$ cat config.mk
export PLATFORM = sky130hd
export DESIGN_NAME = held_key_autorepeat
export DESIGN_NICKNAME = d
export VERILOG_FILES = /design/src/hdl/hka_pkg.sv /design/src/hdl/hka_cell.sv /design/src/hdl/held_key_autorepeat.sv
export SDC_FILE = /design/constraint.sdc
export NUM_CORES = 2
export LEC_CHECK = 0
export ABC_AREA = 1
export BUFFER_PORTS_ARGS = -buffer_cell sky130_fd_sc_hd__buf_4
export CELL_PAD_IN_SITES_DETAIL_PLACEMENT = 0
export CELL_PAD_IN_SITES_GLOBAL_PLACEMENT = 2
export CORE_MARGIN = 2
export CORE_UTILIZATION = 36
export DETAILED_ROUTE_END_ITERATION = 8
export GPL_TIMING_DRIVEN = 0
export PLACE_DENSITY = 0.81
export SLEW_MARGIN = 10
export SYNTH_ARGS = -nofsm -noshare
export SYNTH_HDL_FRONTEND = slang
export SYNTH_HIERARCHICAL = 1
export SYNTH_SLANG_ARGS = --single-unit
export TNS_END_PERCENT = 5
$ cat constraint.sdc
create_clock -name i_clk -period 4.75 [get_ports i_clk]
set_input_delay 0.95 -clock i_clk [delete_from_list [all_inputs] [get_ports i_clk]]
set_output_delay 0.95 -clock i_clk [all_outputs]
set_load 0.03 [all_outputs]
$ cat src/hdl/hka_pkg.sv
// ----------------------------------------------------------------------------
// hka_pkg
// Shared types and constants for the held key autorepeat block.
// ----------------------------------------------------------------------------
package hka_pkg;

    localparam int MAX_HELD_DEF = 8;
    localparam int KEY_W        = 29;
    localparam int CNT_W        = 16;
    localparam int CFG_W        = 16;
    localparam int CFG_IDX_W    = 1;

    localparam logic [CFG_W-1:0] HOLD_DELAY_RST    = 16'd600;
    localparam logic [CFG_W-1:0] REPEAT_PERIOD_RST = 16'd40;
    localparam logic [CNT_W-1:0] CNT_SAT           = '1;

    typedef enum logic [CFG_IDX_W-1:0] {
        CFG_HOLD_DELAY    = 1'd0,
        CFG_REPEAT_PERIOD = 1'd1
    } t_cfg_idx;

    typedef enum logic [1:0] {
        CMD_PRESS   = 2'd0,
        CMD_RELEASE = 2'd1,
        CMD_QUERY   = 2'd2,
        CMD_TICK    = 2'd3
    } t_cmd;

    typedef enum logic [1:0] {
        KIND_REPEAT  = 2'd0,
        KIND_PRESS   = 2'd1,
        KIND_RELEASE = 2'd2,
        KIND_QUERY   = 2'd3
    } t_kind;

    typedef enum logic [1:0] {
        ST_OK   = 2'd0,
        ST_MISS = 2'd1,
        ST_FULL = 2'd2
    } t_status;

    // item travelling down the row, one cell per cycle
    typedef struct packed {
        logic             vld;
        t_cmd             cmd;
        logic [KEY_W-1:0] key;
        logic             found;
        logic             placed;
        logic             pend_vld;
        logic [KEY_W-1:0] pend_key;
    } t_token;

    typedef struct packed {
        logic             vld;
        logic [KEY_W-1:0] key;
        logic [CNT_W-1:0] age;
        logic [CNT_W-1:0] cnt;
    } t_entry;

    typedef struct packed {
        logic             vld;
        logic [KEY_W-1:0] key;
    } t_emit;

endpackage

$ cat src/hdl/hka_cell.sv
// ----------------------------------------------------------------------------
// hka_cell
// One table slot: holds a key entry, works on the passing item and hands
// the item and, on release, its entry to its neighbors.
// ----------------------------------------------------------------------------
module hka_cell (
    input  logic                        i_clk,
    input  logic                        i_rst_n,
    input  hka_pkg::t_token             i_tok,
    output hka_pkg::t_token             o_tok,
    input  hka_pkg::t_entry             i_right,
    input  logic                        i_right_shift,
    output hka_pkg::t_entry             o_entry,
    output logic                        o_shift,
    input  logic [hka_pkg::CFG_W-1:0]   i_hold_delay,
    input  logic [hka_pkg::CFG_W-1:0]   i_repeat_period,
    output hka_pkg::t_emit              o_emit
);
    import hka_pkg::*;

    t_token            r_tok;
    t_token            n_tok;
    t_entry            r_entry;
    t_entry            n_entry;
    t_emit             emit;
    logic              match;
    logic [CNT_W-1:0]  age_inc;
    logic [CNT_W-1:0]  cnt_inc;

    assign match   = r_entry.vld && (r_entry.key == i_tok.key);
    assign age_inc = (r_entry.age == CNT_SAT) ? r_entry.age : r_entry.age + 1'b1;
    assign cnt_inc = (r_entry.cnt == CNT_SAT) ? r_entry.cnt : r_entry.cnt + 1'b1;
    assign o_shift = i_tok.vld && (i_tok.cmd == CMD_RELEASE) && i_tok.found;

    always_comb begin
        n_tok   = i_tok;
        n_entry = r_entry;
        emit    = '0;
        if (i_right_shift) begin
            n_entry = i_right;
        end
        if (i_tok.vld) begin
            case (i_tok.cmd)
                CMD_PRESS: begin
                    if (match) begin
                        n_tok.found = 1'b1;
                    end else if (!r_entry.vld && !i_tok.found && !i_tok.placed) begin
                        n_entry.vld = 1'b1;
                        n_entry.key = i_tok.key;
                        n_entry.age = '0;
                        n_entry.cnt = '0;
                        n_tok.placed = 1'b1;
                    end
                end
                CMD_RELEASE: begin
                    // slot vacated; refilled next cycle from the right
                    if (i_tok.found || match) begin
                        n_entry.vld = 1'b0;
                    end
                    if (match) begin
                        n_tok.found = 1'b1;
                    end
                end
                CMD_QUERY: begin
                    if (match) begin
                        n_tok.found = 1'b1;
                    end
                end
                CMD_TICK: begin
                    if (r_entry.vld) begin
                        n_entry.age = age_inc;
                        if (age_inc > i_hold_delay) begin
                            n_entry.cnt = cnt_inc;
                            if (cnt_inc >= i_repeat_period) begin
                                n_entry.cnt = '0;
                                // previous repeat goes out now, this one waits
                                emit.vld       = i_tok.pend_vld;
                                emit.key       = i_tok.pend_key;
                                n_tok.pend_vld = 1'b1;
                                n_tok.pend_key = r_entry.key;
                            end
                        end
                    end
                end
                default: begin
                    n_tok = i_tok;
                end
            endcase
        end
    end

    always_ff @(posedge i_clk) begin
        if (!i_rst_n) begin
            r_tok       <= '0;
            r_entry.vld <= 1'b0;
        end else begin
            r_tok       <= n_tok;
            r_entry.vld <= n_entry.vld;
        end
    end

    always_ff @(posedge i_clk) begin
        r_entry.key <= n_entry.key;
        r_entry.age <= n_entry.age;
        r_entry.cnt <= n_entry.cnt;
    end

    assign o_tok   = r_tok;
    assign o_entry = r_entry;
    assign o_emit  = emit;

endmodule

$ cat src/hdl/held_key_autorepeat.sv
// ----------------------------------------------------------------------------
// held_key_autorepeat
// Typematic repeat for held keys: an ordered table of held keys kept in a
// row of cells, with press, release, query and millisecond tick commands.
// ----------------------------------------------------------------------------
// Each item runs from start to its final result (last = 1); busy stays high until
// it leaves the row, so no new item is taken before then. The item walks the cell row
// one cell per cycle. Tick repeats come out at most one per cycle, in table order.
// Reset clears all entries and loads hold_delay 600, repeat_period 40.
// Results are one-cycle strobes; the receiver cannot stall.
// ----------------------------------------------------------------------------
module held_key_autorepeat #(
    parameter int MAX_HELD = hka_pkg::MAX_HELD_DEF
) (
    input  logic                          i_clk,
    input  logic                          i_rst_n,
    input  logic                          start,
    output logic                          busy,
    input  logic [1:0]                    i_command,
    input  logic [hka_pkg::KEY_W-1:0]     i_key,
    input  logic                          i_cfg_we,
    input  logic [hka_pkg::CFG_IDX_W-1:0] i_cfg_idx,
    input  logic [hka_pkg::CFG_W-1:0]     i_cfg_data,
    output logic                          o_strobe,
    output logic [1:0]                    o_kind,
    output logic [hka_pkg::KEY_W-1:0]     o_key_out,
    output logic [1:0]                    o_status,
    output logic                          o_last
);
    import hka_pkg::*;

    t_token             tok   [MAX_HELD+1];
    t_entry             ent   [MAX_HELD+1];
    logic               shift [MAX_HELD+1];
    t_emit              emits [MAX_HELD];
    t_emit              emit_any;
    t_token             fin;
    logic               accept;

    logic               r_busy;
    logic [CFG_W-1:0]   r_hold_delay;
    logic [CFG_W-1:0]   r_repeat_period;
    logic               r_strobe;
    logic               n_strobe;
    logic [1:0]         r_kind;
    logic [1:0]         n_kind;
    logic [KEY_W-1:0]   r_key_out;
    logic [KEY_W-1:0]   n_key_out;
    logic [1:0]         r_status;
    logic [1:0]         n_status;
    logic               r_last;
    logic               n_last;

    assign accept = start && !r_busy;
    assign busy   = r_busy;
    assign fin    = tok[MAX_HELD];

    always_comb begin
        tok[0]          = '0;
        tok[0].vld      = accept;
        tok[0].cmd      = t_cmd'(i_command);
        tok[0].key      = i_key;
        ent[MAX_HELD]   = '0;
        shift[MAX_HELD] = 1'b0;
    end

    for (genvar g = 0; g < MAX_HELD; g++) begin : g_cell
        hka_cell u_cell (
            .i_clk           (i_clk),
            .i_rst_n         (i_rst_n),
            .i_tok           (tok[g]),
            .o_tok           (tok[g+1]),
            .i_right         (ent[g+1]),
            .i_right_shift   (shift[g+1]),
            .o_entry         (ent[g]),
            .o_shift         (shift[g]),
            .i_hold_delay    (r_hold_delay),
            .i_repeat_period (r_repeat_period),
            .o_emit          (emits[g])
        );
    end

    // only the cell holding the item can emit
    always_comb begin
        emit_any = '0;
        for (int i = 0; i < MAX_HELD; i++) begin
            emit_any.vld = emit_any.vld | emits[i].vld;
            emit_any.key = emit_any.key | (emits[i].vld ? emits[i].key : '0);
        end
    end

    always_comb begin
        n_strobe  = 1'b0;
        n_kind    = KIND_REPEAT;
        n_key_out = fin.key;
        n_status  = ST_OK;
        n_last    = 1'b1;
        if (emit_any.vld) begin
            n_strobe  = 1'b1;
            n_key_out = emit_any.key;
            n_last    = 1'b0;
        end else if (fin.vld) begin
            case (fin.cmd)
                CMD_PRESS: begin
                    n_strobe = 1'b1;
                    n_kind   = KIND_PRESS;
                    n_status = fin.found ? ST_MISS : (fin.placed ? ST_OK : ST_FULL);
                end
                CMD_RELEASE: begin
                    n_strobe = 1'b1;
                    n_kind   = KIND_RELEASE;
                    n_status = fin.found ? ST_OK : ST_MISS;
                end
                CMD_QUERY: begin
                    n_strobe = 1'b1;
                    n_kind   = KIND_QUERY;
                    n_status = fin.found ? ST_OK : ST_MISS;
                end
                CMD_TICK: begin
                    n_strobe  = fin.pend_vld;
                    n_key_out = fin.pend_key;
                end
                default: begin
                    n_strobe = 1'b0;
                end
            endcase
        end
    end

    always_ff @(posedge i_clk) begin
        if (!i_rst_n) begin
            r_busy          <= 1'b0;
            r_strobe        <= 1'b0;
            r_hold_delay    <= HOLD_DELAY_RST;
            r_repeat_period <= REPEAT_PERIOD_RST;
        end else begin
            r_strobe <= n_strobe;
            if (accept) begin
                r_busy <= 1'b1;
            end else if (fin.vld) begin
                r_busy <= 1'b0;
            end
            if (i_cfg_we) begin
                case (t_cfg_idx'(i_cfg_idx))
                    CFG_HOLD_DELAY:    r_hold_delay    <= i_cfg_data;
                    CFG_REPEAT_PERIOD: r_repeat_period <= i_cfg_data;
                    default:           r_hold_delay    <= r_hold_delay;
                endcase
            end
        end
    end

    always_ff @(posedge i_clk) begin
        r_kind    <= n_kind;
        r_key_out <= n_key_out;
        r_status  <= n_status;
        r_last    <= n_last;
    end

    assign o_strobe  = r_strobe;
    assign o_kind    = r_kind;
    assign o_key_out = r_key_out;
    assign o_status  = r_status;
    assign o_last    = r_last;

endmodule
== Word-level counts from Yosys, hierarchy flattened ==
Cells that the tools add are included.
Storage, ports and cells
  output and inout bits: 36
  memories: 0
  bits in latches: 0
  RAM bits: 0
  logic and storage cells: 538
  input port bits: 52
  register bits: 1076
  ROM bits: 0
Cells by class
  equal/unequal tests: 56
  muxes and demuxes: 237
  div/mod/pow operators: 0
  shift-type cells: 0
  bitwise logic cells: 18
  $mul: 0
  magnitude comparators: 16
  add/subtract/negate cells: 16
  reduce and logical (&&, ||, !) cells: 99
Operators with widths (number)
  $mux 30: 67
  $mux 62: 30
  $mux 16: 32
  $mux 64: 8
  $pmux 32 s2: 8
  $mux 29: 17
  $add 16x1->16 const B: 16
  $eq 16x16->1 const B: 16
  $mux 32: 8
  $eq 29x29->1: 8
  $or 29x29->29: 6
  $ge 16x16->1: 8
  $gt 16x16->1: 8
  $mux 1: 54
  $logic_and 1x1->1: 37
  $eq 2x2->1 const B: 18
  $reduce_or 3->1: 9
  $logic_not 1->1: 22
  $eq 2x1->1 const B: 9
  $logic_not 2->1: 9
  $pmux 1 s2: 9
  $reduce_and 5->1: 3
  $reduce_and 6->1: 2
  $logic_or 1x1->1: 7
  other kinds (13): 31

== Longest topological paths before layout ==
  depth after elaboration: 16
  mapped depth: 27
  mapped depth without buffers: 25

== By module ==
The synthesis kept the hierarchy.
Modules (own cells, without submodules)
  hka_cell (g_cell[4].u_cell ...): seq. area each 2522.4 µm², area an instance 8319.2 µm², instances 3, cells an instance 1318
  hka_cell (g_cell[1].u_cell): seq. area each 2522.4 µm², area an instance 8388.0 µm², instances 1, cells an instance 1317
  hka_cell (g_cell[3].u_cell): seq. area each 2522.4 µm², area an instance 8265.4 µm², instances 1, cells an instance 1323
  hka_cell (g_cell[2].u_cell): seq. area each 2522.4 µm², area an instance 8211.6 µm², instances 1, cells an instance 1308
  hka_cell (g_cell[7].u_cell): seq. area each 2522.4 µm², area an instance 8192.9 µm², instances 1, cells an instance 1314
  hka_cell (g_cell[0].u_cell): seq. area each 2522.4 µm², area an instance 8167.8 µm², instances 1, cells an instance 1314
  held_key_autorepeat: seq. area each 1361.3 µm², area an instance 4141.5 µm², instances 1, cells an instance 713

== Worst setup path before layout ==
Ideal clock, no wire load.
  path type: register -> register
  start: register g_cell[1].u_cell.r_entry (netlist bit g_cell[1].u_cell/o_entry[16])
  end: register r_key_out[10], in the netlist o_key_out[10]
  arrival time: 3.282 ns
  required time: 4.636 ns
  clock period less this slack: 3.397 ns
  setup time: 0.114 ns
  buffers on the path: 5
  setup slack: 1.353 ns
  cell stages (with the launch flop): 24
  path through: dfxtp_1 > ha_1 > nand2_1 > nor2_1 > nand2_1 > nor2_2 > inv_2 > buf_6 > buf_2 > nand2_1 > ha_1 > a21oi_1 > nand2_1 > a21oi_1 > a21oi_4 > nand2_4 > buf_2 > nor2_1 > buf_4 > buf_2 > nand2_1 > nand4_1 > nor2_1 > nand2_1
RTL lines
  from (decl): RTL line hka_cell.sv:23  | t_entry r_entry;
  to (signal assigned): RTL line held_key_autorepeat.sv:155  | r_key_out <= n_key_out;
  to (decl): RTL line held_key_autorepeat.sv:47  | logic [KEY_W-1:0] r_key_out;

==> out/results.tsv <==
metric	value	unit
cp_slowest_cell	nand4_1	
fin_crit_sh	100.2	%
crit_top_cell	nand2_1	
dr.pass1.iters	6	
sequentialPowerShare	38.0	%
maxSlewViolCount	0	
rr_worst_depth	22	
wl_per_cell	21.62	microns
numCtsBuffers	139	
die_y	446.0	microns
syn_area_per_cell	6.255	sq um
cp-end-kind	flip-flop	
grt-ovfl-total	0	
cts-hold-fix-buffers	0	
r2r-start	g_cell[5].u_cell/o_entry[21]$_DFF_P_	
cpPeakStageDelay	460	ps
swShare	38.20	%
reg2reg_setup_slack	-10	ps
die_w	446.0	microns
rows	162	
critPathMaxFanout	10	
track_usage	30.13	%
clockPowerShare	35.1	%
maxCapViolCount	0	
portBuffers	87	
finalPower	32.07	mW
grt_pass1_vias	67120	
p_sw	12.25	mW
cts-root-buf	clkbuf_16	
dieArea	0.1989	sq mm
setup_slack	-10.63	ps
critPathArrivalTime	5470	ps
postRouteAntennaNets	0	
antenna_found_initial	6	
grt_max_degree	17	
hold_viol_final	0	
startpoint_type	flip-flop	
ios	88	
grt_setup_unrepaired	yes	
path_delay_family	simple AND/OR/NAND/NOR gates	
fmax	0.2101	GHz
worst_slew_pin_slew	1307	ps
setup_viol	1	
powerDensity	401.5	mW/mm^2
min_from	i_key[1]	
critPathRequiredTime	5460	ps
worstSetupPathType	flip-flop to flip-flop	
place_hpwl	249800	microns
cts_buffer_depth	3	
core-area	0.1946	sq mm
violations	negative setup slack	
relSlewSlack	12.53	%
p_leak	39.04	nW
area_growth	13.59	%
grt_pass1_wl	446000	microns
drive_above_1_share	9.320	%
viasPerCell	5.035	
nets	11970	
wirelength	308600	microns
dpl.cell_count	14000	
timing.critical_path.buf_inv	4	
dpl_cell_area	0.07463	sq mm
clkSinkCount	1076	
synth_area	0.07032	sq mm
holdPathEnd	g_cell[0].u_cell/o_tok[33]$_SDFF_PN0_	
r2r-end	o_key_out[14]$_DFF_P_	
gp_routability_congestion	0.9497	
combPwrFrac	26.9	%
post-route-cell-area	0.07988	sq mm
holdWs	331.4	ps
yosysWarnings	6	
instances_no_fill	14270	
cp_cell_sequence	nand2_1 -> nor2_1 -> nand2_1 -> nor3_1 -> xor2_1 -> nand2_1 -> ha_1 -> nand2_1 -> nor2_2 -> nand4_1 -> o21ai_4 -> a21oi_4 -> buf_12 -> nand2_4 -> buf_2 -> nor2_1 -> buf_4 -> buf_2 -> nand2_1 -> nand4_1 -> nor2_2 -> nand2_1	
drt_iter0_drc	5801	
clk_pin_slew	60	ps
vdd_drop_max	0.0003851	V
finalCriticalPeriod	4761	ps
vias	71870	
p_int	19.82	mW
fin_skew	55.81	ps
hold_path.class	primary input to flip-flop	
clk_latency	830	ps
whs_path_depth	3	
outcome	complete, but fails checks	
cts_tree	done	
syn-instance-count	11240	
start_util	36.14	%
drc	0	
h-tree-depth	4	
metal layers:
layer	track usage, %	vias to the layer above	wire length (microns)
li1	-	35890	-
met1	40.13	33390	138800
met2	47.97	2096	137300
met3	3.774	493	16140
met4	14.74	0	16330
met5	0	-	0
power groups by stage:
stage               Clock [mW]  Combinational (mW)  Sequential, mW
finish                    11.2                8.64            12.2
global route              11.8                9.77            12.3
global placement             0                8.29            12.4
detailed placement           0                8.43            12.3
CTS                       11.5                8.50            12.2
floorplan                    0                6.23            11.2
tightest hold or removal path, stage by stage:
cell and delay, ps:
buf_4 90, nand2_1 40, inv_1 50
layout make-up:
class	instances	area, sq um
diodes	3	7.507
plain buffers	547	2719
clock buffers	190	3983
clock inverters	63	852.1
fillers	21200	114700
inverters	1945	7301
multi-input cells	7800	39380
flip-flops and latches	1076	21550
well taps	2542	3181
repair buffers	107	903.4
cells in the final DEF, fill, tap and decap left out, types with 33 or more instances in the layout:
master and n:
a31oi_1 105, o21ai_1 37, o22ai_1 62, xnor2_1 43
buf_2 153, inv_1 1903, clkbuf_16 141, o211ai_1 178
inv_2 33, conb_1 127, nand4_1 177, nor2_4 34
xor2_1 179, o21ai_0 565, ha_1 295, clkbuf_1 295
buf_4 127, or2_2 157, nor2_1 1066, a21oi_1 456
nand2_1 2942, dfxtp_1 1068, buf_1 44, o21bai_1 41
buf_6 46, nand2_2 117, nand3_1 874, nor2_2 37
nor3_1 98, a21oi_2 70
through the flow:
stage / TNS, ps / util, % / setup slack [ps]
floorplan: 0 / - / 1353
global placement: -11470 / 38.35 / -513.3
detailed placement: -12920 / 38.35 / -557.1
CTS: 0 / 40.90 / 12.72
global route: -12.24 / 41.05 / -7.465
finish: -10.63 / 41.05 / -10.63
flip-flops by register name (all words and copies together) (netlist names):
| signal | flops |
|---|---|
| o_status | 2 |
| o_kind | 2 |
| o_strobe | 1 |
| o_last | 1 |
| g_cell.u_cell/o_entry | 496 |
| g_cell.u_cell/o_tok | 512 |
| r_repeat_period | 16 |
| r_hold_delay | 16 |
| busy | 1 |
| o_key_out | 29 |
what timing repair did:
action,CTS,global route
resized for setup,5,51
cloned,0,0
endpoints found under the setup margin,35,34
pin swaps,4,13
buffers inserted,9,11
how the worst max path moves through the flow:
stage / startpoint / end / slack [ps] / cells past startpoint
floorplan: g_cell[1].u_cell/o_entry[16]$_DFF_P_ / o_key_out[10]$_DFF_P_ / 1350 / 23
global placement: g_cell[1].u_cell/o_entry[16]$_DFF_P_ / o_key_out[14]$_DFF_P_ / -510 / 24
detailed placement: g_cell[1].u_cell/o_entry[16]$_DFF_P_ / o_key_out[14]$_DFF_P_ / -560 / 24
CTS: g_cell[2].u_cell/o_entry[1]$_DFF_P_ / o_key_out[14]$_DFF_P_ / 10 / 24
global route: g_cell[3].u_cell/o_entry[0]$_DFF_P_ / o_key_out[14]$_DFF_P_ / -7 / 25
finish: g_cell[5].u_cell/o_entry[21]$_DFF_P_ / o_key_out[14]$_DFF_P_ / -10 / 22
Note: power is estimated with default switching activity, not from simulation.
